**src/rtl/assert_macros.svh**
```systemverilog
// Assertion macros for the RTL. They compile to nothing in synthesis.
`ifndef ASSERT_MACROS_SVH
`define ASSERT_MACROS_SVH

`ifndef SYNTHESIS

// Antecedent true at a clock edge requires the consequent at the same edge.
`define UPD_ASSERT_IMPL(label, clk, rst_n, ante, cons) \
    label: assert property (@(posedge clk) disable iff (!rst_n) (ante) |-> (cons)) \
        else $error("same-cycle check failed");

// Antecedent true at a clock edge requires the consequent at the next edge.
`define UPD_ASSERT_NEXT(label, clk, rst_n, ante, cons) \
    label: assert property (@(posedge clk) disable iff (!rst_n) (ante) |=> (cons)) \
        else $error("next-cycle check failed");

`else

`define UPD_ASSERT_IMPL(label, clk, rst_n, ante, cons)
`define UPD_ASSERT_NEXT(label, clk, rst_n, ante, cons)

`endif

`endif

```
**src/rtl/upd_pkg.sv**
```systemverilog
`default_nettype none

package upd_pkg;

    localparam logic [7:0] CH_PERCENT = 8'h25;
    localparam logic [7:0] CH_PLUS    = 8'h2B;
    localparam logic [7:0] CH_SPACE   = 8'h20;
    localparam logic [3:0] HEX_ALPHA  = 4'd10;

    localparam int MAX_RESULTS = 3;
    localparam int CNT_W       = $clog2(MAX_RESULTS + 1);
    localparam int QUEUE_DEPTH = 4;

    typedef enum logic [1:0] {
        PH_IDLE  = 2'd0,
        PH_PCT   = 2'd1,
        PH_DIGIT = 2'd2
    } upd_phase_t;

    // One decoded item: up to three output bytes, sent in order.
    typedef struct packed {
        logic [CNT_W-1:0]                 count;
        logic [MAX_RESULTS-1:0][7:0]      bytes;
        logic                             string_end;
    } upd_cmd_t;

    function automatic logic is_hex(input logic [7:0] c);
        return (c >= 8'h30 && c <= 8'h39) ||
               (c >= 8'h61 && c <= 8'h66) ||
               (c >= 8'h41 && c <= 8'h46);
    endfunction

    function automatic logic [3:0] hex_val(input logic [7:0] c);
        logic [7:0] d;
        d = 8'h00;
        if (c >= 8'h30 && c <= 8'h39)
        begin
            d = c - 8'h30;
        end
        else if (c >= 8'h61 && c <= 8'h66)
        begin
            d = c - 8'h61 + {4'h0, HEX_ALPHA};
        end
        else if (c >= 8'h41 && c <= 8'h46)
        begin
            d = c - 8'h41 + {4'h0, HEX_ALPHA};
        end
        return d[3:0];
    endfunction

endpackage

`default_nettype wire

```
**src/rtl/upd_front.sv**
```systemverilog
`default_nettype none

module upd_front (
    input  wire logic             clk,
    input  wire logic             rst_n,
    input  wire logic             in_valid,
    input  wire logic [7:0]       in_byte,
    input  wire logic             end_of_string,
    input  wire logic             queue_full,
    output logic                  in_ready,
    output logic                  cmd_push,
    output upd_pkg::upd_cmd_t     cmd,
    output logic                  escape_pending
);

    upd_pkg::upd_phase_t phase_reg, phase_next;
    logic [7:0]          first_reg, first_next;

    logic                        accept;
    logic                        hex_in;
    logic                        plain_open;
    logic                        plain_n;
    logic [7:0]                  plain_byte;
    logic [upd_pkg::CNT_W-1:0]   count;
    logic [upd_pkg::MAX_RESULTS-1:0][7:0] bytes;

    assign in_ready       = !queue_full;
    assign accept         = in_valid && !queue_full;
    assign hex_in         = upd_pkg::is_hex(in_byte);
    assign escape_pending = (phase_reg == upd_pkg::PH_PCT) || (phase_reg == upd_pkg::PH_DIGIT);

    // A byte decoded with no escape pending; a '%' not at the end opens an escape.
    assign plain_open = (in_byte == upd_pkg::CH_PERCENT) && !end_of_string;
    assign plain_n    = !plain_open;
    assign plain_byte = (in_byte == upd_pkg::CH_PLUS) ? upd_pkg::CH_SPACE : in_byte;

    always_comb
    begin
        count      = '0;
        bytes      = '0;
        phase_next = plain_open ? upd_pkg::PH_PCT : upd_pkg::PH_IDLE;
        first_next = first_reg;
        unique case (phase_reg)
            upd_pkg::PH_PCT:
            begin
                if (hex_in)
                begin
                    if (end_of_string)
                    begin
                        count    = upd_pkg::CNT_W'(2);
                        bytes[0] = upd_pkg::CH_PERCENT;
                        bytes[1] = in_byte;
                    end
                    else
                    begin
                        phase_next = upd_pkg::PH_DIGIT;
                        first_next = in_byte;
                    end
                end
                else
                begin
                    count    = upd_pkg::CNT_W'(1) + upd_pkg::CNT_W'(plain_n);
                    bytes[0] = upd_pkg::CH_PERCENT;
                    bytes[1] = plain_byte;
                end
            end
            upd_pkg::PH_DIGIT:
            begin
                if (hex_in)
                begin
                    count      = upd_pkg::CNT_W'(1);
                    bytes[0]   = {upd_pkg::hex_val(first_reg), upd_pkg::hex_val(in_byte)};
                    phase_next = upd_pkg::PH_IDLE;
                end
                else
                begin
                    count    = upd_pkg::CNT_W'(2) + upd_pkg::CNT_W'(plain_n);
                    bytes[0] = upd_pkg::CH_PERCENT;
                    bytes[1] = first_reg;
                    bytes[2] = plain_byte;
                end
            end
            default:
            begin
                count    = upd_pkg::CNT_W'(plain_n);
                bytes[0] = plain_byte;
            end
        endcase
        if (end_of_string)
        begin
            phase_next = upd_pkg::PH_IDLE;
            first_next = '0;
        end
    end

    assign cmd_push       = accept && (count != '0);
    assign cmd.count      = count;
    assign cmd.bytes      = bytes;
    assign cmd.string_end = end_of_string;

    always_ff @(posedge clk or negedge rst_n)
    begin
        if (!rst_n)
        begin
            phase_reg <= upd_pkg::PH_IDLE;
            first_reg <= '0;
        end
        else if (accept)
        begin
            phase_reg <= phase_next;
            first_reg <= first_next;
        end
    end

endmodule

`default_nettype wire

```
**src/rtl/upd_queue.sv**
```systemverilog
`default_nettype none

module upd_queue #(
    parameter int DEPTH = upd_pkg::QUEUE_DEPTH
) (
    input  wire logic              clk,
    input  wire logic              rst_n,
    input  wire logic              push,
    input  upd_pkg::upd_cmd_t      push_cmd,
    input  wire logic              pop,
    output logic                   full,
    output logic                   head_valid,
    output upd_pkg::upd_cmd_t      head
);

    localparam int PTR_W = (DEPTH > 1) ? $clog2(DEPTH) : 1;
    localparam int LVL_W = $clog2(DEPTH + 1);

    upd_pkg::upd_cmd_t entries [DEPTH];

    logic [PTR_W-1:0] wr_ptr_reg, wr_ptr_next;
    logic [PTR_W-1:0] rd_ptr_reg, rd_ptr_next;
    logic [LVL_W-1:0] level_reg, level_next;
    logic             do_push;
    logic             do_pop;

    assign full       = (level_reg == LVL_W'(DEPTH));
    assign head_valid = (level_reg != '0);
    assign head       = entries[rd_ptr_reg];
    assign do_push    = push && !full;
    assign do_pop     = pop && head_valid;

    always_comb
    begin
        wr_ptr_next = wr_ptr_reg;
        rd_ptr_next = rd_ptr_reg;
        level_next  = level_reg;
        if (do_push)
        begin
            wr_ptr_next = (wr_ptr_reg == PTR_W'(DEPTH - 1)) ? '0 : wr_ptr_reg + PTR_W'(1);
        end
        if (do_pop)
        begin
            rd_ptr_next = (rd_ptr_reg == PTR_W'(DEPTH - 1)) ? '0 : rd_ptr_reg + PTR_W'(1);
        end
        if (do_push && !do_pop)
        begin
            level_next = level_reg + LVL_W'(1);
        end
        else if (do_pop && !do_push)
        begin
            level_next = level_reg - LVL_W'(1);
        end
    end

    always_ff @(posedge clk)
    begin
        if (do_push)
        begin
            entries[wr_ptr_reg] <= push_cmd;
        end
    end

    always_ff @(posedge clk or negedge rst_n)
    begin
        if (!rst_n)
        begin
            wr_ptr_reg <= '0;
            rd_ptr_reg <= '0;
            level_reg  <= '0;
        end
        else
        begin
            wr_ptr_reg <= wr_ptr_next;
            rd_ptr_reg <= rd_ptr_next;
            level_reg  <= level_next;
        end
    end

endmodule

`default_nettype wire

```
**src/rtl/upd_back.sv**
```systemverilog
`default_nettype none

module upd_back (
    input  wire logic              clk,
    input  wire logic              rst_n,
    input  wire logic              head_valid,
    input  upd_pkg::upd_cmd_t      head,
    output logic                   pop,
    output logic                   out_valid,
    input  wire logic              out_ready,
    output logic [7:0]             out_byte,
    output logic                   run_last,
    output logic                   string_last
);

    logic [upd_pkg::CNT_W-1:0] idx_reg, idx_next;
    logic                      out_valid_reg;
    logic [7:0]                out_byte_reg;
    logic                      run_last_reg;
    logic                      string_last_reg;

    logic load;
    logic at_last;

    // A queued byte loads whenever the output register is empty or being drained.
    assign load    = head_valid && (!out_valid_reg || out_ready);
    assign at_last = (idx_reg == head.count - upd_pkg::CNT_W'(1));
    assign pop     = load && at_last;

    always_comb
    begin
        idx_next = idx_reg;
        if (load)
        begin
            idx_next = at_last ? '0 : idx_reg + upd_pkg::CNT_W'(1);
        end
    end

    always_ff @(posedge clk or negedge rst_n)
    begin
        if (!rst_n)
        begin
            idx_reg       <= '0;
            out_valid_reg <= 1'b0;
        end
        else
        begin
            idx_reg <= idx_next;
            if (load)
            begin
                out_valid_reg <= 1'b1;
            end
            else if (out_ready)
            begin
                out_valid_reg <= 1'b0;
            end
        end
    end

    always_ff @(posedge clk)
    begin
        if (load)
        begin
            out_byte_reg    <= head.bytes[idx_reg];
            run_last_reg    <= at_last;
            string_last_reg <= at_last && head.string_end;
        end
    end

    assign out_valid   = out_valid_reg;
    assign out_byte    = out_byte_reg;
    assign run_last    = run_last_reg;
    assign string_last = string_last_reg;

endmodule

`default_nettype wire

```
**src/rtl/url_percent_decoder.sv**
```systemverilog
// Streaming form-URL percent decoder.
// Input channel: in_valid/in_ready with in_byte and end_of_string, one string
// character per item. Output channel: out_valid/out_ready with out_byte,
// run_last (last byte caused by an input item) and string_last (final byte of
// the string). An item may cause zero to three output bytes.
// The front decodes each item in the cycle it is accepted and pushes up to
// three bytes as one entry into a QUEUE_DEPTH-entry queue; the back sends one
// byte per cycle from the queue head through an output register while the
// receiver is ready; a byte sits in its queue entry, then in that register.
// Throughput: one input item per cycle while each item yields at most one
// byte and the receiver is ready; an item yielding several bytes holds its
// queue entry until all are sent; the queue absorbs these bursts until full.
// in_ready drops only when the queue is full, so a stalled receiver holds the
// output register and then backs up the queue before the input stalls.
// Reset clears the escape state, the queue and the output valid flag; no
// clearing pass is needed and the block accepts items right after reset.
`default_nettype none

`include "assert_macros.svh"

module url_percent_decoder #(
    parameter int QUEUE_DEPTH = upd_pkg::QUEUE_DEPTH
) (
    input  wire logic        clk,
    input  wire logic        rst_n,
    input  wire logic        in_valid,
    output logic             in_ready,
    input  wire logic [7:0]  in_byte,
    input  wire logic        end_of_string,
    output logic             out_valid,
    input  wire logic        out_ready,
    output logic [7:0]       out_byte,
    output logic             run_last,
    output logic             string_last
);

    upd_pkg::upd_cmd_t push_cmd;
    upd_pkg::upd_cmd_t head;
    logic              cmd_push;
    logic              queue_full;
    logic              head_valid;
    logic              pop;
    logic              escape_pending;

    upd_front u_front (
        .clk            (clk),
        .rst_n          (rst_n),
        .in_valid       (in_valid),
        .in_byte        (in_byte),
        .end_of_string  (end_of_string),
        .queue_full     (queue_full),
        .in_ready       (in_ready),
        .cmd_push       (cmd_push),
        .cmd            (push_cmd),
        .escape_pending (escape_pending)
    );

    upd_queue #(
        .DEPTH (QUEUE_DEPTH)
    ) u_queue (
        .clk        (clk),
        .rst_n      (rst_n),
        .push       (cmd_push),
        .push_cmd   (push_cmd),
        .pop        (pop),
        .full       (queue_full),
        .head_valid (head_valid),
        .head       (head)
    );

    upd_back u_back (
        .clk         (clk),
        .rst_n       (rst_n),
        .head_valid  (head_valid),
        .head        (head),
        .pop         (pop),
        .out_valid   (out_valid),
        .out_ready   (out_ready),
        .out_byte    (out_byte),
        .run_last    (run_last),
        .string_last (string_last)
    );

    `UPD_ASSERT_IMPL(a_push_not_full, clk, rst_n, cmd_push, !queue_full)
    `UPD_ASSERT_IMPL(a_end_has_output, clk, rst_n, in_valid && in_ready && end_of_string, cmd_push)
    `UPD_ASSERT_NEXT(a_end_clears_escape, clk, rst_n, in_valid && in_ready && end_of_string, !escape_pending)
    `UPD_ASSERT_IMPL(a_string_last_is_run_last, clk, rst_n, out_valid && string_last, run_last)

endmodule

`default_nettype wire

```
**config.mk**
```make
export PLATFORM = sky130hd
export DESIGN_NAME = url_percent_decoder
export DESIGN_NICKNAME = d
export VERILOG_FILES = /design/src/rtl/upd_pkg.sv /design/src/rtl/upd_front.sv /design/src/rtl/upd_queue.sv /design/src/rtl/upd_back.sv /design/src/rtl/url_percent_decoder.sv
export VERILOG_INCLUDE_DIRS = /design/src /design/src/rtl
export SDC_FILE = /design/constraint.sdc
export NUM_CORES = 1
export LEC_CHECK = 0
export BUFFER_PORTS_ARGS = -buffer_cell sky130_fd_sc_hd__buf_4
export CORE_MARGIN = 2
export CORE_UTILIZATION = 29
export CTS_BUF_LIST = sky130_fd_sc_hd__clkbuf_2
export CTS_CLUSTER_DIAMETER = 100
export DETAILED_ROUTE_END_ITERATION = 7
export PLACE_DENSITY = 0.47
export SLEW_MARGIN = 20
export SYNTH_ARGS = -nofsm -noshare
export SYNTH_HDL_FRONTEND = slang
export SYNTH_SLANG_ARGS = --single-unit
```
**constraint.sdc**
```tcl
create_clock -name clk -period 2.8 [get_ports clk]
set_input_delay 0.42 -clock clk [delete_from_list [all_inputs] [get_ports clk]]
set_output_delay 0.42 -clock clk [all_outputs]
set_load 0.02 [all_outputs]
```
After elaboration in Yosys (flattened, before gate mapping)
Memory sizes are Yosys's and may differ from the RTL's. Cells that the tools add are included.

Register bits after elaboration: 30. Bits in writable memories: 108. Input bits: 13. Word-level logic and storage cells: 119. Memories kept: 1.

Memory list: u_queue.entries (words 4, bits a word 27, rd ports 1, clocked after memory_dff 0, write ports 1, line upd_queue.sv:19) `upd_pkg::upd_cmd_t entries [DEPTH];`.

Add/sub/neg operators: 18. Order comparisons: 13. Eq/ne operators: 8. Mux-type cells: 37. Reductions and logical operators: 32.

Operators by type and width (number): $mux 8 (7); $mux 16 (3); $ge 8x7->1 const B (4); $le 8x7->1 const B (4); $pmux 8 s2 (2); $mux 4 (6); $sub 4x1->4 const B (6); $mux 2 (9); $add 4x4->4 const B (4); $bmux 8 s2 (1); $eq 8x6->1 const B (2); $ge 8x6->1 const B (2); $le 8x6->1 const B (2); $logic_and 1x1->1 (16); $reduce_bool 2->1 (5); $pmux 2 s2 (2); $add 2x1->2 const B (3); $eq 2x2->1 const B (3); $logic_not 1->1 (6); $mux 3 (2); $mux 1 (5); $add 3x1->3 const B (1); $eq 3x3->1 const B (1); $logic_or 1x1->1 (3); 9 further kinds (9).

Logic depth before layout (Yosys ltp)
Gate-level depths: netlist (run 1).

Depth in word-level cells: 13. Mapped depth: 14. Depth with buffers taken out: 12.

Hierarchy
A second synthesis (run 1) with hierarchy kept.

Cell total of the unflattened synthesis: 402. Area, all modules: 6362.4 sq um.

By module, submodules not included: upd_queue (times used 1, cells each 178, area an instance 4360.4 sq um, sequential area each 3418.3 sq um); upd_front (times used 1, cells each 165, area an instance 1325.0 sq um, sequential area each 250.2 sq um); upd_back (times used 1, cells each 59, area an instance 676.9 sq um, sequential area each 375.4 sq um).

Worst setup path after synthesis (run 1)
No wires, ideal clock.

Kind: input port to flip-flop. Start point: in in_byte[1]. End point: reg u_queue.level_reg[1]. Library setup time: 125 ps. Arrival time: 3045 ps. Required time: 2675 ps. Setup slack: -370 ps. Stages on the path: 12. Cell sequence: clkbuf_1 inv_1 ha_1 nor4bb_1 o21ba_1 o41a_1 buf_6 o31a_4 ha_1 inv_1 fa_1 mux2_2.

Elaborated cells between the ends (all ways): 27. Classes of those cells: add/sub: 2; order compare: 6; eq/ne: 1; mux: 4; reduce/logical: 14.

RTL lines: from (decl) (line url_percent_decoder.sv:28) `input wire logic [7:0] in_byte,`; $ge 8x6->1 (tied with other cells) (line upd_pkg.sv:28) `return (c >= 8'h30 && c <= 8'h39) ||`; $logic_and 1x1->1, on equally long branches (line upd_pkg.sv:28, upd_front.sv:33, upd_pkg.sv:29); $logic_or 1x1->1 / $logic_not 1->1 (equally long branches) (line upd_pkg.sv:28, upd_front.sv:34); $logic_or 1x1->1 (tied with other cells) (line upd_pkg.sv:29) `(c >= 8'h61 && c <= 8'h66) ||`; $mux 2, on equally long branches (line upd_front.sv:69, upd_front.sv:46); $pmux 2 s2 (*) (line upd_front.sv:43) `unique case (phase_reg)`; $reduce_bool 2->1 (*) (line upd_front.sv:96) `assign cmd_push = accept && (count != '0);`; $logic_and 1x1->1 (*) (line upd_front.sv:96); $logic_and 1x1->1 (*) (line upd_queue.sv:30) `assign do_push = push && !full;`; via u_queue.do_push (line upd_queue.sv:24) `logic do_push;`; $logic_and 1x1->1 (*) (line upd_queue.sv:46) `if (do_push && !do_pop)`; $mux 3 (*) (line upd_queue.sv:46); via u_queue.level_next[1] (line upd_queue.sv:23) `logic [LVL_W-1:0] level_reg, level_next;`; to (signal assigned) (line upd_queue.sv:76) `level_reg <= level_next;`; to (decl) (line upd_queue.sv:23).

The timed path passes the listed nets; every way through them passes the cells marked *. A chain may end at the register's enable or synchronous reset.

Worst setup path in the final report (run 1)
Start point: reg u_queue.rd_ptr_reg[0]. End point: reg u_queue.level_reg[2].

Cells in the longest elaborated chain, start to end: 8. Elaborated cells between the ends (all ways): 10. Classes of those cells: add/sub: 1; eq/ne: 1; mux: 1; reduce/logical: 6; memory: 1.

Ends and longest elaborated chain: from (decl) (line upd_queue.sv:22) `logic [PTR_W-1:0] rd_ptr_reg, rd_ptr_next;`; from (signal assigned) (line upd_queue.sv:75) `rd_ptr_reg <= rd_ptr_next;`; $mem_v2 4x27 (*); $sub 2x1->2 (*) (line upd_back.sv:27) `assign at_last = (idx_reg == head.count - upd_pkg::CNT_W'(1));`; $eq 2x2->1 (*) (line upd_back.sv:27); $logic_and 1x1->1 (*) (line upd_back.sv:28) `assign pop = load && at_last;`; $logic_and 1x1->1 (*) (line upd_queue.sv:31) `assign do_pop = pop && head_valid;`; $logic_not 1->1 (line upd_queue.sv:46); $logic_and 1x1->1 (line upd_queue.sv:46); $mux 3 / $reduce_bool 2->1 (equally long branches).

Mark *: on every way between the ends. The rest lies on a longest branch, timed or not.

==> flow_summary.html, run 1 <==
<table>
<tr><th>Metric</th><th>Value</th></tr>
<tr><th colspan="2">Status</th></tr>
<tr><td>Outcome</td><td>completed</td></tr>
<tr><th colspan="2">Logic synthesis</th></tr>
<tr><td>Number of library cell types mapped by synthesis</td><td>60</td></tr>
<tr><td>Synth Register Bits</td><td>138</td></tr>
<tr><td>Xor/xnor share of the synthesized area</td><td>0.00993</td></tr>
<tr><td>Arithmetic-cell share of the synthesized area counting full adders, half adders and majority gates</td><td>0.0336</td></tr>
<tr><td>Most instantiated flip-flop cell in the synthesis netlist</td><td>sky130_fd_sc_hd__edfxtp_1</td></tr>
<tr><td>Post-synthesis cell count</td><td>389</td></tr>
<tr><td>Cell Area, Synth</td><td>~0.0062 mm^2</td></tr>
<tr><td>Fraction of the yosys area taken by sequential cells</td><td>0.655</td></tr>
<tr><td>Share of the synthesized area in the top cell type</td><td>0.574</td></tr>
<tr><td>Post-synth EDFFs</td><td>about 120</td></tr>
<tr><td>Simple-gate area share of the yosys netlist</td><td>0.0738</td></tr>
<tr><td>Avg Cell Area, Syn</td><td>15.9 um^2</td></tr>
<tr><td>Largest cells by area after synthesis</td><td>sky130_fd_sc_hd__edfxtp_1 (57%), sky130_fd_sc_hd__mux4_2 (9.8%), sky130_fd_sc_hd__dfrtp_1 (8.1%)</td></tr>
<tr><td>Async SR Flop Fraction</td><td>0.145</td></tr>
<tr><td>Post-synth top area cell</td><td>sky130_fd_sc_hd__edfxtp_1</td></tr>
<tr><td>Dominant combinational cell family by area after synthesis</td><td>multiplexers</td></tr>
<tr><td>Post-synthesis compound-gate area fraction</td><td>0.0725</td></tr>
<tr><td>Synthesized netlist net count</td><td>~420</td></tr>
<tr><td>Share of cell area taken by muxes after synthesis</td><td>0.127</td></tr>
<tr><td>Total number of yosys warnings</td><td>0</td></tr>
<tr><th colspan="2">Routing</th></tr>
<tr><td>Via count</td><td>about 3500</td></tr>
<tr><td>Vias per cell</td><td>around 4.7</td></tr>
<tr><td>Post-route antenna net violation count</td><td>0</td></tr>
<tr><td>DR pass1 iterations</td><td>5</td></tr>
<tr><td>Detailed-route wire length</td><td>13300 um</td></tr>
<tr><td>Post-detailed-route wirelength per cell</td><td>17.9 um</td></tr>
<tr><td>Iter 0 DRT Violations</td><td>between 150 and 200</td></tr>
<tr><td>DRC</td><td>0</td></tr>
<tr><th colspan="2">Run</th></tr>
<tr><td>Max Cap Viol</td><td>0</td></tr>
<tr><th colspan="2">Worst setup path</th></tr>
<tr><td>Required time at the worst-slack endpoint</td><td>between 3000 and 4000 ps</td></tr>
<tr><td>Setup crit start kind</td><td>flop</td></tr>
<tr><td>Crit Path Max Fanout</td><td>4</td></tr>
<tr><td>Arrival time of data at the critical path endpoint</td><td>between 3000 and 4000 ps</td></tr>
<tr><td>Setup Crit Path Kind</td><td>reg2reg</td></tr>
<tr><td>Depth of the worst register-to-register path</td><td>11</td></tr>
<tr><td>Element type at the critical path end</td><td>flop</td></tr>
<tr><th colspan="2">Floorplan</th></tr>
<tr><td>Area inside the core boundary</td><td>0.0210 mm^2</td></tr>
<tr><td>Die footprint</td><td>0.0225 mm^2</td></tr>
<tr><td>Starting Density</td><td>0.295</td></tr>
<tr><td>DIE WIDTH</td><td>150 um</td></tr>
<tr><td>Number of primary I/O pins</td><td>25</td></tr>
<tr><td>Die boundary height</td><td>approximately 150 um</td></tr>
<tr><td>Row Count</td><td>53</td></tr>
<tr><th colspan="2">Place</th></tr>
<tr><td>Cell area reported after detailed placement</td><td>approximately 0.007 mm^2</td></tr>
<tr><td>Final RePlAce weighted congestion</td><td>about 0.8</td></tr>
<tr><td>I/O Buffers</td><td>24</td></tr>
<tr><td>Count of placed standard cells including taps</td><td>slightly above 700</td></tr>
<tr><td>HPWL after detailed placement</td><td>~8600 um</td></tr>
<tr><th colspan="2">STA</th></tr>
<tr><td>Number of hold violations in the final report</td><td>0</td></tr>
<tr><td>Post-layout minimum cycle time</td><td>about 2700 ps</td></tr>
<tr><td>Setup TNS Final</td><td>0 ps</td></tr>
<tr><td>Worst-case headroom to the max-slew limit</td><td>0.606</td></tr>
<tr><td>Max-slew violation total from the final report</td><td>0</td></tr>
<tr><td>Period Utilization, post-route</td><td>0.962</td></tr>
<tr><td>Max Freq</td><td>between 300 and 400 MHz</td></tr>
<tr><td>WHS</td><td>100 ps</td></tr>
<tr><td>Setup repair after global routing missed its margin</td><td>yes</td></tr>
<tr><td>Slew @ Worst Pin</td><td>between 500 and 600 ps</td></tr>
<tr><td>Worst clock skew</td><td>between 20 and 30 ps</td></tr>
<tr><td>Setup violation total in the final timing report</td><td>0</td></tr>
<tr><th colspan="2">Global routing</th></tr>
<tr><td>Number of global-route vias before repair</td><td>about 3600</td></tr>
<tr><td>All-Layer GR Usage</td><td>0.129</td></tr>
<tr><td>Initial antenna violation count</td><td>1</td></tr>
<tr><td>Wire length of the first global-routing pass</td><td>~21000 um</td></tr>
<tr><td>Largest net degree at the start of global routing</td><td>28</td></tr>
<tr><td>Overflow left after global routing</td><td>0</td></tr>
<tr><th colspan="2">Clock network</th></tr>
<tr><td>Buffer cell driving the clock tree root</td><td>sky130_fd_sc_hd__clkbuf_2</td></tr>
<tr><td>Clock transition at the registers of the reported paths</td><td>about 190 ps</td></tr>
<tr><td>Total CTS buffers</td><td>17</td></tr>
<tr><td>Maximum level of the CTS H-tree</td><td>4</td></tr>
<tr><td>TritonCTS clock tree</td><td>yes</td></tr>
<tr><td>CTS sink cnt</td><td>138</td></tr>
<tr><td>Source-to-sink clock delay at the later pin of the worst-skew pair</td><td>700 ps</td></tr>
<tr><td>Number of buffers on the longest clock path</td><td>2</td></tr>
<tr><th colspan="2">Power</th></tr>
<tr><td>Peak supply drop</td><td>~0.00032 V</td></tr>
<tr><td>Total power density per cell area</td><td>849 mW/mm^2</td></tr>
<tr><td>Leakage</td><td>about 2.6 nW</td></tr>
<tr><th colspan="2">Cells and area</th></tr>
<tr><td>Layout cells sized above 1</td><td>0.295</td></tr>
<tr><td>Area added between synthesis and finish</td><td>16.6%</td></tr>
<tr><td>Finished layout cell area</td><td>0.00720 mm^2</td></tr>
<tr><td>Layout Nets</td><td>just under 500</td></tr>
<tr><td>Final core utilization</td><td>0.344</td></tr>
<tr><td>Final Non-Filler Cells</td><td>roughly 740</td></tr>
<tr><td>Number of filler instances in the final layout</td><td>about 2100</td></tr>
<tr><td>Flip-flop count of the largest register after layout</td><td>about 110</td></tr>
<tr><th colspan="2">Worst hold path</th></tr>
<tr><td>Worst min path class</td><td>in2reg</td></tr>
<tr><td>Instance count along the most critical hold path</td><td>3</td></tr>
</table>
==> per-layer routing <==
layer,up-vias,share of wire,track usage
met5,-,0,0
met4,0,0.015,0.0481
met3,13,0.035,0.0284
met2,70,0.48,0.205
met1,1744,0.47,0.174
li1,1642,-,-
==> kinds of logic after synthesis <==
logic type,count (synthesis)
AOI/OAI and AO/OA,60
muxes,43
DFF,138
buffers and inverters,41
adders and majority gates,16
and+or+nand+nor,84
xor gates and xnor gates,7
==> where the power goes <==
group	leakage [nW]	internal [mW]	switching [mW]
Clock	0.124	0.315	0.686
Sequential	1.36	2.75	0.157
Combinational	1.14	1.05	1.16
==> timing repair <==
item / in CTS / in global routing
gates resized for setup: 0 / 5
buffers inserted: 0 / 0
hold endpoints to repair: 29 / 0
setup endpoints to repair: 0 / 2
hold buffers: 7 / 0
==> worst max-delay path, stage by stage, from the launching register on <==
cell and delay, ps:
sky130_fd_sc_hd__dfrtp_2 460, sky130_fd_sc_hd__mux4_2 570, sky130_fd_sc_hd__xnor2_2 210, sky130_fd_sc_hd__mux2i_2 290
sky130_fd_sc_hd__nor2_2 100, sky130_fd_sc_hd__inv_2 80, sky130_fd_sc_hd__ha_4 130, sky130_fd_sc_hd__inv_2 30
sky130_fd_sc_hd__fa_2 320, sky130_fd_sc_hd__xor2_1 160, sky130_fd_sc_hd__nor2_1 130, sky130_fd_sc_hd__xor2_1 150
==> final cells by class <==
type	instances	area (um^2)	area share
timing repair buffer	63	541	0.0751
clock buffer	21	105	0.0146
sequential	138	4050	0.562
inverter	25	93.8	0.0130
multi-input combinational	210	1990	0.276
clock inverter	11	80.1	0.0111
antenna	1	2.50	0.000347
tap	275	344	0.0478
==> through the flow <==
stage                     worst slack [ps]  total power, mW
after global routing                 -45.0             6.53
final                                  106             6.11
after detailed placement             -59.0             5.20
after global placement               -10.5             5.16
after CTS                             6.82             6.22
after floorplan                       -102             4.38
==> cell usage in the layout, fill, tap and decap left out, types with 2 or more instances in the layout <==
| cell type | n |
|---|---|
| sky130_fd_sc_hd__inv_2 | 3 |
| sky130_fd_sc_hd__o21bai_1 | 2 |
| sky130_fd_sc_hd__clkinv_1 | 4 |
| sky130_fd_sc_hd__mux2_4 | 2 |
| sky130_fd_sc_hd__nand4_1 | 3 |
| sky130_fd_sc_hd__a21oi_1 | 6 |
| sky130_fd_sc_hd__clkbuf_2 | 21 |
| sky130_fd_sc_hd__dlygate4sd3_1 | 7 |
| sky130_fd_sc_hd__o22ai_1 | 8 |
| sky130_fd_sc_hd__and2_1 | 7 |
| sky130_fd_sc_hd__mux4_2 | 27 |
| sky130_fd_sc_hd__a22o_1 | 7 |
| sky130_fd_sc_hd__nor3_1 | 4 |
| sky130_fd_sc_hd__edfxtp_1 | 118 |
| sky130_fd_sc_hd__ha_1 | 13 |
| sky130_fd_sc_hd__nor4b_1 | 2 |
| sky130_fd_sc_hd__mux2i_1 | 10 |
| sky130_fd_sc_hd__xor2_1 | 2 |
| sky130_fd_sc_hd__buf_12 | 4 |
| sky130_fd_sc_hd__inv_1 | 22 |
| sky130_fd_sc_hd__nand3_1 | 8 |
| sky130_fd_sc_hd__clkinvlp_4 | 2 |
| sky130_fd_sc_hd__xnor2_1 | 4 |
| sky130_fd_sc_hd__nand2_1 | 19 |
| sky130_fd_sc_hd__and2_2 | 4 |
| sky130_fd_sc_hd__mux2_1 | 2 |
| sky130_fd_sc_hd__dfrtp_1 | 19 |
| sky130_fd_sc_hd__and3_1 | 2 |
| sky130_fd_sc_hd__a22oi_1 | 6 |
| sky130_fd_sc_hd__nor2b_1 | 6 |
| sky130_fd_sc_hd__clkinv_2 | 4 |
| sky130_fd_sc_hd__and3_2 | 2 |
| sky130_fd_sc_hd__o211ai_1 | 2 |
| sky130_fd_sc_hd__nor2_1 | 18 |
| sky130_fd_sc_hd__a21o_1 | 2 |
| sky130_fd_sc_hd__o21ai_0 | 10 |
| sky130_fd_sc_hd__buf_4 | 52 |
==> synth_stat cells, drive strengths merged, types with 3 or more instances <==
cell type	n
nor3	4
buf	7
and3	4
nor2b	6
mux4	27
a22o	8
o21ai	11
nand2	19
a21oi	6
and2	11
dfrtp	20
xnor2	5
ha	15
nand3	8
edfxtp	118
mux2	5
a22oi	6
nor4b	3
nand4	3
nor2	19
inv	25
clkbuf	9
mux2i	11
o22ai	8
==> path summary, 6_finish.rpt <==
| path | startpoint | end | slack, ps |
|---|---|---|---|
| hold reg to reg | u_back.out_valid | u_back.out_valid | 520 |
| min in group asynchronous | rst_n | u_front.first_reg[5] | 130 |
| setup / recovery | u_queue.rd_ptr_reg[0] | u_queue.level_reg[2] | 110 |
| max in group asynchronous | rst_n | u_front.phase_reg[1] | 2430 |
| hold / removal | in_byte[0] | u_front.first_reg[0] | 100 |
| setup reg to reg | u_queue.rd_ptr_reg[0] | u_queue.level_reg[2] | 110 |
Note: power is estimated with default switching activity, not from simulation.
==> inputs of run 2 (changes only) <==
PLACE_DENSITY = 0.43   (was 0.47)
==> run 2 against run 1 <==
- combinational power is essentially flat
- clock-buffer cell count fell by 4
- first-iteration DRC count is 47% higher
- sequential share of layout area down 0.60 points
- global-route usage increased by 0.18 points
- fmax is 0.58% lower
- worst setup slack got worse by 16 ps
- clock power increased by 19%
- critical path depth is the same
- final area up 1.1%
- clock skew increased by 1.1 ps
- non-clock buffer count increased by 1
- critical endpoint unchanged
- highest routed layer unchanged
==> flow_summary.html, run 2 (synthesis results as in run 1) <==
<table>
<tr><th>Metric</th><th>Value</th></tr>
<tr><th colspan="2">Status</th></tr>
<tr><td>Outcome</td><td>completed (unchanged)</td></tr>
<tr><th colspan="2">Place</th></tr>
<tr><td>HPWL after detailed placement</td><td>8770 um (was 8550 um)</td></tr>
<tr><td>Final RePlAce weighted congestion</td><td>0.728 (was 0.797)</td></tr>
<tr><td>I/O Buffers</td><td>24 (unchanged)</td></tr>
<tr><td>Cell area reported after detailed placement</td><td>0.00693 mm^2 (unchanged)</td></tr>
<tr><td>Pre-CTS worst setup slack</td><td>-53.0 ps (was -59.0 ps)</td></tr>
<tr><th colspan="2">STA</th></tr>
<tr><td>Setup repair after global routing missed its margin</td><td>yes (unchanged)</td></tr>
<tr><td>Worst clock skew</td><td>29.7 ps (was 28.5 ps)</td></tr>
<tr><td>Setup slack after layout</td><td>89.8 ps (was 106 ps)</td></tr>
<tr><td>Slew @ Worst Pin</td><td>630 ps (was 589 ps)</td></tr>
<tr><td>Number of hold violations in the final report</td><td>0 (unchanged)</td></tr>
<tr><td>Post-layout minimum cycle time</td><td>2710 ps (was 2690 ps)</td></tr>
<tr><td>Max Freq</td><td>369 MHz (was 371 MHz)</td></tr>
<tr><td>Worst-case headroom to the max-slew limit</td><td>0.578 (was 0.606)</td></tr>
<tr><td>Max-slew violation total from the final report</td><td>0 (unchanged)</td></tr>
<tr><td>Period Utilization, post-route</td><td>0.968 (was 0.962)</td></tr>
<tr><td>Setup violation total in the final timing report</td><td>0 (unchanged)</td></tr>
<tr><th colspan="2">Global routing</th></tr>
<tr><td>Largest net degree at the start of global routing</td><td>28 (unchanged)</td></tr>
<tr><td>Wire length of the first global-routing pass</td><td>21500 um (was 21200 um)</td></tr>
<tr><td>Initial antenna violation count</td><td>1 (unchanged)</td></tr>
<tr><td>All-Layer GR Usage</td><td>0.131 (was 0.129)</td></tr>
<tr><td>Overflow left after global routing</td><td>0 (unchanged)</td></tr>
<tr><td>Number of global-route vias before repair</td><td>3659 (was 3623)</td></tr>
<tr><th colspan="2">Routing</th></tr>
<tr><td>Iter 0 DRT Violations</td><td>281 (was 191)</td></tr>
<tr><td>Vias per cell</td><td>4.74 (was 4.66)</td></tr>
<tr><td>Post-route antenna net violation count</td><td>0 (unchanged)</td></tr>
<tr><td>DR pass1 iterations</td><td>4 (was 5)</td></tr>
<tr><td>Post-detailed-route wirelength per cell</td><td>18.2 um (was 17.9 um)</td></tr>
<tr><td>Via count</td><td>3535 (was 3469)</td></tr>
<tr><td>Detailed-route wire length</td><td>13600 um (was 13300 um)</td></tr>
<tr><td>DRC</td><td>0 (unchanged)</td></tr>
<tr><th colspan="2">Floorplan</th></tr>
<tr><td>Number of primary I/O pins</td><td>25 (unchanged)</td></tr>
<tr><td>Starting Density</td><td>0.295 (unchanged)</td></tr>
<tr><td>Area inside the core boundary</td><td>0.0210 mm^2 (unchanged)</td></tr>
<tr><td>Row Count</td><td>53 (unchanged)</td></tr>
<tr><td>Die boundary height</td><td>150 um (unchanged)</td></tr>
<tr><td>DIE WIDTH</td><td>150 um (unchanged)</td></tr>
<tr><td>Die footprint</td><td>0.0225 mm^2 (unchanged)</td></tr>
<tr><th colspan="2">Power</th></tr>
<tr><td>Total power density per cell area</td><td>865 mW/mm^2 (was 849 mW/mm^2)</td></tr>
<tr><td>Peak supply drop</td><td>0.000331 V (was 0.000318 V)</td></tr>
<tr><td>Leakage</td><td>2.65 nW (was 2.62 nW)</td></tr>
<tr><td>Power after layout</td><td>6.30 mW (was 6.11 mW)</td></tr>
<tr><th colspan="2">Cells and area</th></tr>
<tr><td>Commonest cells after routing, fill and taps aside</td><td>sky130_fd_sc_hd__edfxtp_1 (118), sky130_fd_sc_hd__buf_4 (53), sky130_fd_sc_hd__mux4_2 (27) (was sky130_fd_sc_hd__edfxtp_1 (118), sky130_fd_sc_hd__buf_4 (52), sky130_fd_sc_hd__mux4_2 (27))</td></tr>
<tr><td>Layout Nets</td><td>485 (was 484)</td></tr>
<tr><td>Leading cell type in the layout, fill and taps excluded</td><td>sky130_fd_sc_hd__edfxtp_1 (unchanged)</td></tr>
<tr><td>Final core utilization</td><td>0.347 (was 0.344)</td></tr>
<tr><td>Finished layout cell area</td><td>0.00728 mm^2 (was 0.00720 mm^2)</td></tr>
<tr><td>Layout cells sized above 1</td><td>0.303 (was 0.295)</td></tr>
<tr><td>Area added between synthesis and finish</td><td>17.9% (was 16.6%)</td></tr>
<tr><td>Flip-flop count of the largest register after layout</td><td>108 (unchanged)</td></tr>
<tr><th colspan="2">Clock network</th></tr>
<tr><td>Clock transition at the registers of the reported paths</td><td>220 ps (was 190 ps)</td></tr>
<tr><td>Number of buffers on the longest clock path</td><td>2 (unchanged)</td></tr>
<tr><td>TritonCTS clock tree</td><td>yes (unchanged)</td></tr>
<tr><td>Total CTS buffers</td><td>17 (unchanged)</td></tr>
<tr><td>Source-to-sink clock delay at the later pin of the worst-skew pair</td><td>680 ps (was 700 ps)</td></tr>
<tr><td>CTS sink cnt</td><td>138 (unchanged)</td></tr>
<tr><td>Buffer cell driving the clock tree root</td><td>sky130_fd_sc_hd__clkbuf_2 (unchanged)</td></tr>
<tr><td>Maximum level of the CTS H-tree</td><td>4 (unchanged)</td></tr>
<tr><th colspan="2">Worst setup path</th></tr>
<tr><td>Setup Crit Path Kind</td><td>reg2reg (unchanged)</td></tr>
<tr><td>Crit Path Max Fanout</td><td>4 (unchanged)</td></tr>
<tr><td>Arrival time of data at the critical path endpoint</td><td>3330 ps (was 3320 ps)</td></tr>
<tr><td>Setup crit start kind</td><td>flop (unchanged)</td></tr>
<tr><td>Required time at the worst-slack endpoint</td><td>3420 ps (was 3430 ps)</td></tr>
<tr><td>Internal reg-to-reg setup slack</td><td>90 ps (was 110 ps)</td></tr>
<tr><td>Element type at the critical path end</td><td>flop (unchanged)</td></tr>
<tr><td>Depth of the worst register-to-register path</td><td>11 (unchanged)</td></tr>
<tr><td>Crit-path max cell delay</td><td>570 ps (about the same)</td></tr>
<tr><td>Critical Path, Cell by Cell</td><td>mux4_2, xnor2_2, mux2i_2, nor2_4, inv_2, ha_4, inv_2, fa_2, xor2_1, nor2_1, xor2_1 (was mux4_2, xnor2_2, mux2i_2, nor2_2, inv_2, ha_4, inv_2, fa_2, xor2_1, nor2_1, xor2_1)</td></tr>
<tr><td>Cell at the slowest stage of the critical path</td><td>sky130_fd_sc_hd__mux4_2 (unchanged)</td></tr>
<tr><th colspan="2">Run</th></tr>
<tr><td>Max Cap Viol</td><td>0 (unchanged)</td></tr>
<tr><th colspan="2">Worst hold path</th></tr>
<tr><td>Worst min path class</td><td>in2async (was in2reg)</td></tr>
</table>
run 2: changes by cell type in the layout (fill, tap and decap cells not counted), sizes merged:
cell	before	now
buf	56	57
bufinv	1	2
clkinvlp	2	3
clkinv	8	6
clkbuf	21	17
inv	25	29
run 2: per-layer routing:
layer  GRT usage  wire (um)  part of all wire  vias up
met3      0.0293        509             0.038        6
li1            -          -                 -     1644
met1       0.173       6200              0.46     1814
met5           0          0                 0        -
met4      0.0410         95            0.0070        0
met2       0.215       6760              0.50       71
run 2: repair_timing:
| item | in CTS | in global routing |
|---|---|---|
| setup endpoints to repair | 0 | 2 |
| gates resized for setup | 0 | 6 |
| buffers inserted | 0 | 1 |
| hold buffers | 7 | 0 |
| endpoints found under the hold margin | 30 | 0 |
run 2: area by class of cell:
type,instances,area (um^2)
Fill cell,2087,13700
Clock buffer,17,85.1
Timing Repair Buffer,64,548
Inverter,25,93.8
Tap cell,275,344
Sequential cell,138,4050
Multi-Input combinational cell,210,2000
Antenna cell,1,2.50
Clock inverter,15,165
run 2: power breakdown:
group / internal [mW] / switching, mW / total [mW]
clock: 0.424 / 0.771 / 1.19
combinational: 1.05 / 1.15 / 2.20
sequential: 2.75 / 0.158 / 2.91
total: 4.22 / 2.08 / 6.30
run 2: worst max-delay path, delay by kind of cell (launching register included):
kind / cells / cell delay [ps]
XOR/XNOR: 3 / 520
multiplexers: 2 / 900
AND/OR/NAND/NOR: 2 / 210
buffers and inverters: 2 / 110
flip-flops: 1 / 460
adder cells (fa/ha/maj): 2 / 450
run 2: stage by stage:
step | TNS, ps | cells | hold slack, ps
floorplan | -102 | 389 | 124
global placement | -11.2 | 704 | 339
detailed placement | -80.8 | 704 | 337
CTS | 0 | 743 | 33.3
global route | -36.1 | 745 | 20.8
finish | 0 | 745 | 129
run 2: worst paths after layout:
check                                        to             startpoint
max                        u_queue.level_reg[2]  u_queue.rd_ptr_reg[0]
min                        u_front.first_reg[0]                  rst_n
max reg2reg                u_queue.level_reg[2]  u_queue.rd_ptr_reg[0]
min reg2reg                    u_back.out_valid       u_back.out_valid
max in group asynchronous  u_front.first_reg[4]                  rst_n
min in group clk           u_front.first_reg[6]             in_byte[6]
==> inputs of run 3 (changes only) <==
SYNTH_HIERARCHICAL = 1   (was unset)
==> run 3 against run 2 <==
- final area rose by 4.3%
- synthesized area rose by 3.0%
- flip-flop and latch count did not move
- sequential share of layout area fell by 2.3 points
- critical path type unchanged
- largest power group unchanged
- highest routed layer unchanged
==> flow_summary.html, run 3 <==
<table>
<tr><th>Metric</th><th>Value</th></tr>
<tr><th colspan="2">Worst setup path</th></tr>
<tr><td>Required time at the worst-slack endpoint</td><td>3370 ps (was 3420 ps)</td></tr>
<tr><td>Arrival time of data at the critical path endpoint</td><td>3250 ps (was 3330 ps)</td></tr>
<tr><td>Setup crit start kind</td><td>flop (unchanged)</td></tr>
<tr><td>Cell at the slowest stage of the critical path</td><td>sky130_fd_sc_hd__mux4_2 (unchanged)</td></tr>
<tr><td>Crit-path max cell delay</td><td>550 ps (was 570 ps)</td></tr>
<tr><td>Setup Crit Path Kind</td><td>reg2reg (unchanged)</td></tr>
<tr><td>Crit Path Max Fanout</td><td>3 (was 4)</td></tr>
<tr><td>Element type at the critical path end</td><td>flop (unchanged)</td></tr>
<tr><td>Crit path buf inv count</td><td>1 (was 2)</td></tr>
<tr><td>Worst path top cell family by delay</td><td>multiplexers (unchanged)</td></tr>
<tr><td>Critical Path, Cell by Cell</td><td>mux4_2, xor2_2, mux2i_1, and2_1, nand2_4, ha_4, inv_2, fa_2, mux2_2 (was mux4_2, xnor2_2, mux2i_2, nor2_4, inv_2, ha_4, inv_2, fa_2, xor2_1, nor2_1, xor2_1)</td></tr>
<tr><th colspan="2">Floorplan</th></tr>
<tr><td>Starting Density</td><td>0.293 (was 0.295)</td></tr>
<tr><td>Row Count</td><td>54 (was 53)</td></tr>
<tr><td>Area inside the core boundary</td><td>0.0217 mm^2 (was 0.0210 mm^2)</td></tr>
<tr><td>Number of primary I/O pins</td><td>25 (unchanged)</td></tr>
<tr><td>Die footprint</td><td>0.0231 mm^2 (was 0.0225 mm^2)</td></tr>
<tr><td>DIE WIDTH</td><td>152 um (was 150 um)</td></tr>
<tr><td>Die boundary height</td><td>152 um (was 150 um)</td></tr>
<tr><th colspan="2">Status</th></tr>
<tr><td>Outcome</td><td>completed (unchanged)</td></tr>
<tr><th colspan="2">STA</th></tr>
<tr><td>Max Freq</td><td>373 MHz (was 369 MHz)</td></tr>
<tr><td>Post-layout minimum cycle time</td><td>2680 ps (was 2710 ps)</td></tr>
<tr><td>Setup repair after global routing missed its margin</td><td>yes (unchanged)</td></tr>
<tr><td>Slew @ Worst Pin</td><td>680 ps (was 630 ps)</td></tr>
<tr><td>Worst clock skew</td><td>27.1 ps (was 29.7 ps)</td></tr>
<tr><td>Setup violation total in the final timing report</td><td>0 (unchanged)</td></tr>
<tr><td>Worst-case headroom to the max-slew limit</td><td>0.546 (was 0.578)</td></tr>
<tr><td>Period Utilization, post-route</td><td>0.957 (was 0.968)</td></tr>
<tr><td>Number of hold violations in the final report</td><td>0 (unchanged)</td></tr>
<tr><td>Setup slack after layout</td><td>122 ps (was 89.8 ps)</td></tr>
<tr><td>Max-slew violation total from the final report</td><td>0 (unchanged)</td></tr>
<tr><th colspan="2">Power</th></tr>
<tr><td>Leakage</td><td>2.71 nW (was 2.65 nW)</td></tr>
<tr><td>Peak supply drop</td><td>0.000376 V (was 0.000331 V)</td></tr>
<tr><td>Power after layout</td><td>6.60 mW (was 6.30 mW)</td></tr>
<tr><td>Total power density per cell area</td><td>870 mW/mm^2 (was 865 mW/mm^2)</td></tr>
<tr><th colspan="2">Logic synthesis</th></tr>
<tr><td>Largest cells by area after synthesis</td><td>sky130_fd_sc_hd__edfxtp_1 (56%), sky130_fd_sc_hd__mux4_2 (9.2%), sky130_fd_sc_hd__dfrtp_1 (7.9%) (was sky130_fd_sc_hd__edfxtp_1 (57%), sky130_fd_sc_hd__mux4_2 (9.8%), sky130_fd_sc_hd__dfrtp_1 (8.1%))</td></tr>
<tr><td>Post-synth top area cell</td><td>sky130_fd_sc_hd__edfxtp_1 (unchanged)</td></tr>
<tr><td>Post-synth EDFFs</td><td>118 (unchanged)</td></tr>
<tr><td>Synthesized netlist net count</td><td>431 (was 418)</td></tr>
<tr><td>Avg Cell Area, Syn</td><td>15.8 um^2 (was 15.9 um^2)</td></tr>
<tr><td>Fraction of the yosys area taken by sequential cells</td><td>0.636 (was 0.655)</td></tr>
<tr><td>Synth Register Bits</td><td>138 (unchanged)</td></tr>
<tr><td>Most frequent cells after synthesis</td><td>sky130_fd_sc_hd__edfxtp_1 (118), sky130_fd_sc_hd__nand2_1 (31), sky130_fd_sc_hd__mux4_2 (26), sky130_fd_sc_hd__dfrtp_1 (20), sky130_fd_sc_hd__o21ai_1 (18) (was sky130_fd_sc_hd__edfxtp_1 (118), sky130_fd_sc_hd__mux4_2 (27), sky130_fd_sc_hd__inv_1 (25), sky130_fd_sc_hd__dfrtp_1 (20))</td></tr>
<tr><td>Cell Area, Synth</td><td>0.00636 mm^2 (was 0.00617 mm^2)</td></tr>
<tr><td>Post-synthesis cell count</td><td>402 (was 389)</td></tr>
<tr><td>Total number of yosys warnings</td><td>6 (was 0)</td></tr>
<tr><td>Share of the synthesized area in the top cell type</td><td>0.557 (was 0.574)</td></tr>
<tr><td>Most instantiated flip-flop cell in the synthesis netlist</td><td>sky130_fd_sc_hd__edfxtp_1 (unchanged)</td></tr>
<tr><td>Most repeated cell in the gate-level netlist after synthesis</td><td>sky130_fd_sc_hd__edfxtp_1 (unchanged)</td></tr>
<tr><td>Async SR Flop Fraction</td><td>0.145 (unchanged)</td></tr>
<tr><td>Number of library cell types mapped by synthesis</td><td>71 (was 60)</td></tr>
<tr><th colspan="2">Global routing</th></tr>
<tr><td>Number of global-route vias before repair</td><td>3892 (was 3659)</td></tr>
<tr><td>Initial antenna violation count</td><td>1 (unchanged)</td></tr>
<tr><td>Wire length of the first global-routing pass</td><td>22200 um (was 21500 um)</td></tr>
<tr><td>All-Layer GR Usage</td><td>0.127 (was 0.131)</td></tr>
<tr><td>Largest net degree at the start of global routing</td><td>28 (unchanged)</td></tr>
<tr><td>Overflow left after global routing</td><td>0 (unchanged)</td></tr>
<tr><th colspan="2">Clock network</th></tr>
<tr><td>CTS sink cnt</td><td>138 (unchanged)</td></tr>
<tr><td>Buffer cell driving the clock tree root</td><td>sky130_fd_sc_hd__clkbuf_2 (unchanged)</td></tr>
<tr><td>Clock transition at the registers of the reported paths</td><td>200 ps (was 220 ps)</td></tr>
<tr><td>Source-to-sink clock delay at the later pin of the worst-skew pair</td><td>670 ps (was 680 ps)</td></tr>
<tr><td>Maximum level of the CTS H-tree</td><td>4 (unchanged)</td></tr>
<tr><td>TritonCTS clock tree</td><td>yes (unchanged)</td></tr>
<tr><td>Total CTS buffers</td><td>17 (unchanged)</td></tr>
<tr><td>Number of buffers on the longest clock path</td><td>2 (unchanged)</td></tr>
<tr><th colspan="2">Cells and area</th></tr>
<tr><td>Commonest cells after routing, fill and taps aside</td><td>sky130_fd_sc_hd__edfxtp_1 (118), sky130_fd_sc_hd__buf_4 (66), sky130_fd_sc_hd__nand2_1 (31) (was sky130_fd_sc_hd__edfxtp_1 (118), sky130_fd_sc_hd__buf_4 (53), sky130_fd_sc_hd__mux4_2 (27))</td></tr>
<tr><td>Leading cell type in the layout, fill and taps excluded</td><td>sky130_fd_sc_hd__edfxtp_1 (unchanged)</td></tr>
<tr><td>Final Non-Filler Cells</td><td>771 (was 745)</td></tr>
<tr><td>Number of filler instances in the final layout</td><td>2081 (was 2087)</td></tr>
<tr><td>Flip-flop count of the largest register after layout</td><td>108 (unchanged)</td></tr>
<tr><td>Area added between synthesis and finish</td><td>19.3% (was 17.9%)</td></tr>
<tr><td>Footprint of the flip-flops and latches</td><td>0.00405 mm^2 (unchanged)</td></tr>
<tr><td>Layout Nets</td><td>506 (was 485)</td></tr>
<tr><td>Layout cells sized above 1</td><td>0.341 (was 0.303)</td></tr>
<tr><td>Area of the multi-input gates</td><td>0.00221 mm^2 (was 0.00200 mm^2)</td></tr>
<tr><th colspan="2">Place</th></tr>
<tr><td>Pre-CTS worst setup slack</td><td>-143 ps (was -53.0 ps)</td></tr>
<tr><td>HPWL after detailed placement</td><td>9580 um (was 8770 um)</td></tr>
<tr><td>Final RePlAce weighted congestion</td><td>0.850 (was 0.728)</td></tr>
<tr><td>I/O Buffers</td><td>24 (unchanged)</td></tr>
<tr><td>Count of placed standard cells including taps</td><td>735 (was 704)</td></tr>
<tr><th colspan="2">Routing</th></tr>
<tr><td>Via count</td><td>3663 (was 3535)</td></tr>
<tr><td>Post-detailed-route wirelength per cell</td><td>18.3 um (was 18.2 um)</td></tr>
<tr><td>Post-route antenna net violation count</td><td>0 (unchanged)</td></tr>
<tr><td>DRC</td><td>0 (unchanged)</td></tr>
<tr><td>Vias per cell</td><td>4.75 (was 4.74)</td></tr>
<tr><td>Detailed-route wire length</td><td>14100 um (was 13600 um)</td></tr>
<tr><td>DR pass1 iterations</td><td>4 (unchanged)</td></tr>
<tr><td>Iter 0 DRT Violations</td><td>311 (was 281)</td></tr>
<tr><th colspan="2">Worst hold path</th></tr>
<tr><td>Worst min path class</td><td>in2reg (was in2async)</td></tr>
<tr><th colspan="2">Run</th></tr>
<tr><td>Max Cap Viol</td><td>0 (unchanged)</td></tr>
</table>
run 3: cells by family after synthesis:
logic type,Yosys count,share of synthesized area
buffers and inverters,32,0.0264
adders and majority gates,16,0.0326
AOI/OAI and AO/OA,70,0.0840
muxes,44,0.124
xor gates and xnor gates,5,0.00806
DFF,138,0.636
and+or+nand+nor,97,0.0895
run 3: final timing paths:
path                                       startpoint               endpoint  slack [ps]  cells past startpoint
worst min-delay path                       in_byte[3]   u_front/first_reg[3]         130                      3
max in group asynchronous                       rst_n  u_queue/rd_ptr_reg[0]        2380                      2
worst min register to register   u_queue/level_reg[2]   u_queue/level_reg[2]         510                      1
min in group asynchronous                       rst_n   u_front/first_reg[3]         160                      2
worst max register to register  u_queue/rd_ptr_reg[0]   u_queue/level_reg[1]         120                      9
worst max-delay path            u_queue/rd_ptr_reg[0]   u_queue/level_reg[1]         120                      9
run 3: what timing repair did:
item                                    in CTS  in global routing
resized for setup                            0                  1
endpoints found under the setup margin       0                  2
hold buffers                                 1                  0
setup buffers                                0                  2
hold endpoints to repair                    20                  0
run 3: layout make-up:
class	count	area share
sequential	138	0.533
multi-input combinational	232	0.291
timing repair buffer	73	0.0813
tap	280	0.0462
clock inverter	14	0.0267
clock buffer	18	0.0119
inverter	15	0.00940
antenna	1	0.000330
run 3: metal layers:
layer | part of all wire | track usage | up-vias | wire [um]
li1 | - | - | 1730 | -
met1 | 0.47 | 0.168 | 1850 | 6710
met2 | 0.48 | 0.207 | 69 | 6760
met3 | 0.034 | 0.0302 | 14 | 486
met4 | 0.014 | 0.0418 | 0 | 191
met5 | 0 | 0 | - | 0
run 3: through the flow:
step	hold WS, ps	area (um^2)	util	TNS, ps
4_1_cts	37.3	7570	0.349	0
2_1_floorplan	124	6440	-	-35.7
6_report	133	7590	0.350	0
3_5_place_dp	335	7270	0.335	-241
3_3_place_gp	337	7270	0.335	-141
5_1_grt	58.3	7590	0.350	-13.2
run 3: where the power goes:
| group | total, mW | internal [mW] | switching [mW] |
|---|---|---|---|
| clock | 1.37 | 0.670 | 0.695 |
| combinational | 2.33 | 1.13 | 1.20 |
| sequential | 2.90 | 2.74 | 0.162 |
| total | 6.60 | 4.54 | 2.06 |
run 3: tightest hold or removal path: cells and delay by family:
kind                   cells  cell delay, ps
AO/OA/AOI/OAI              2             190
buffers and inverters      1             160
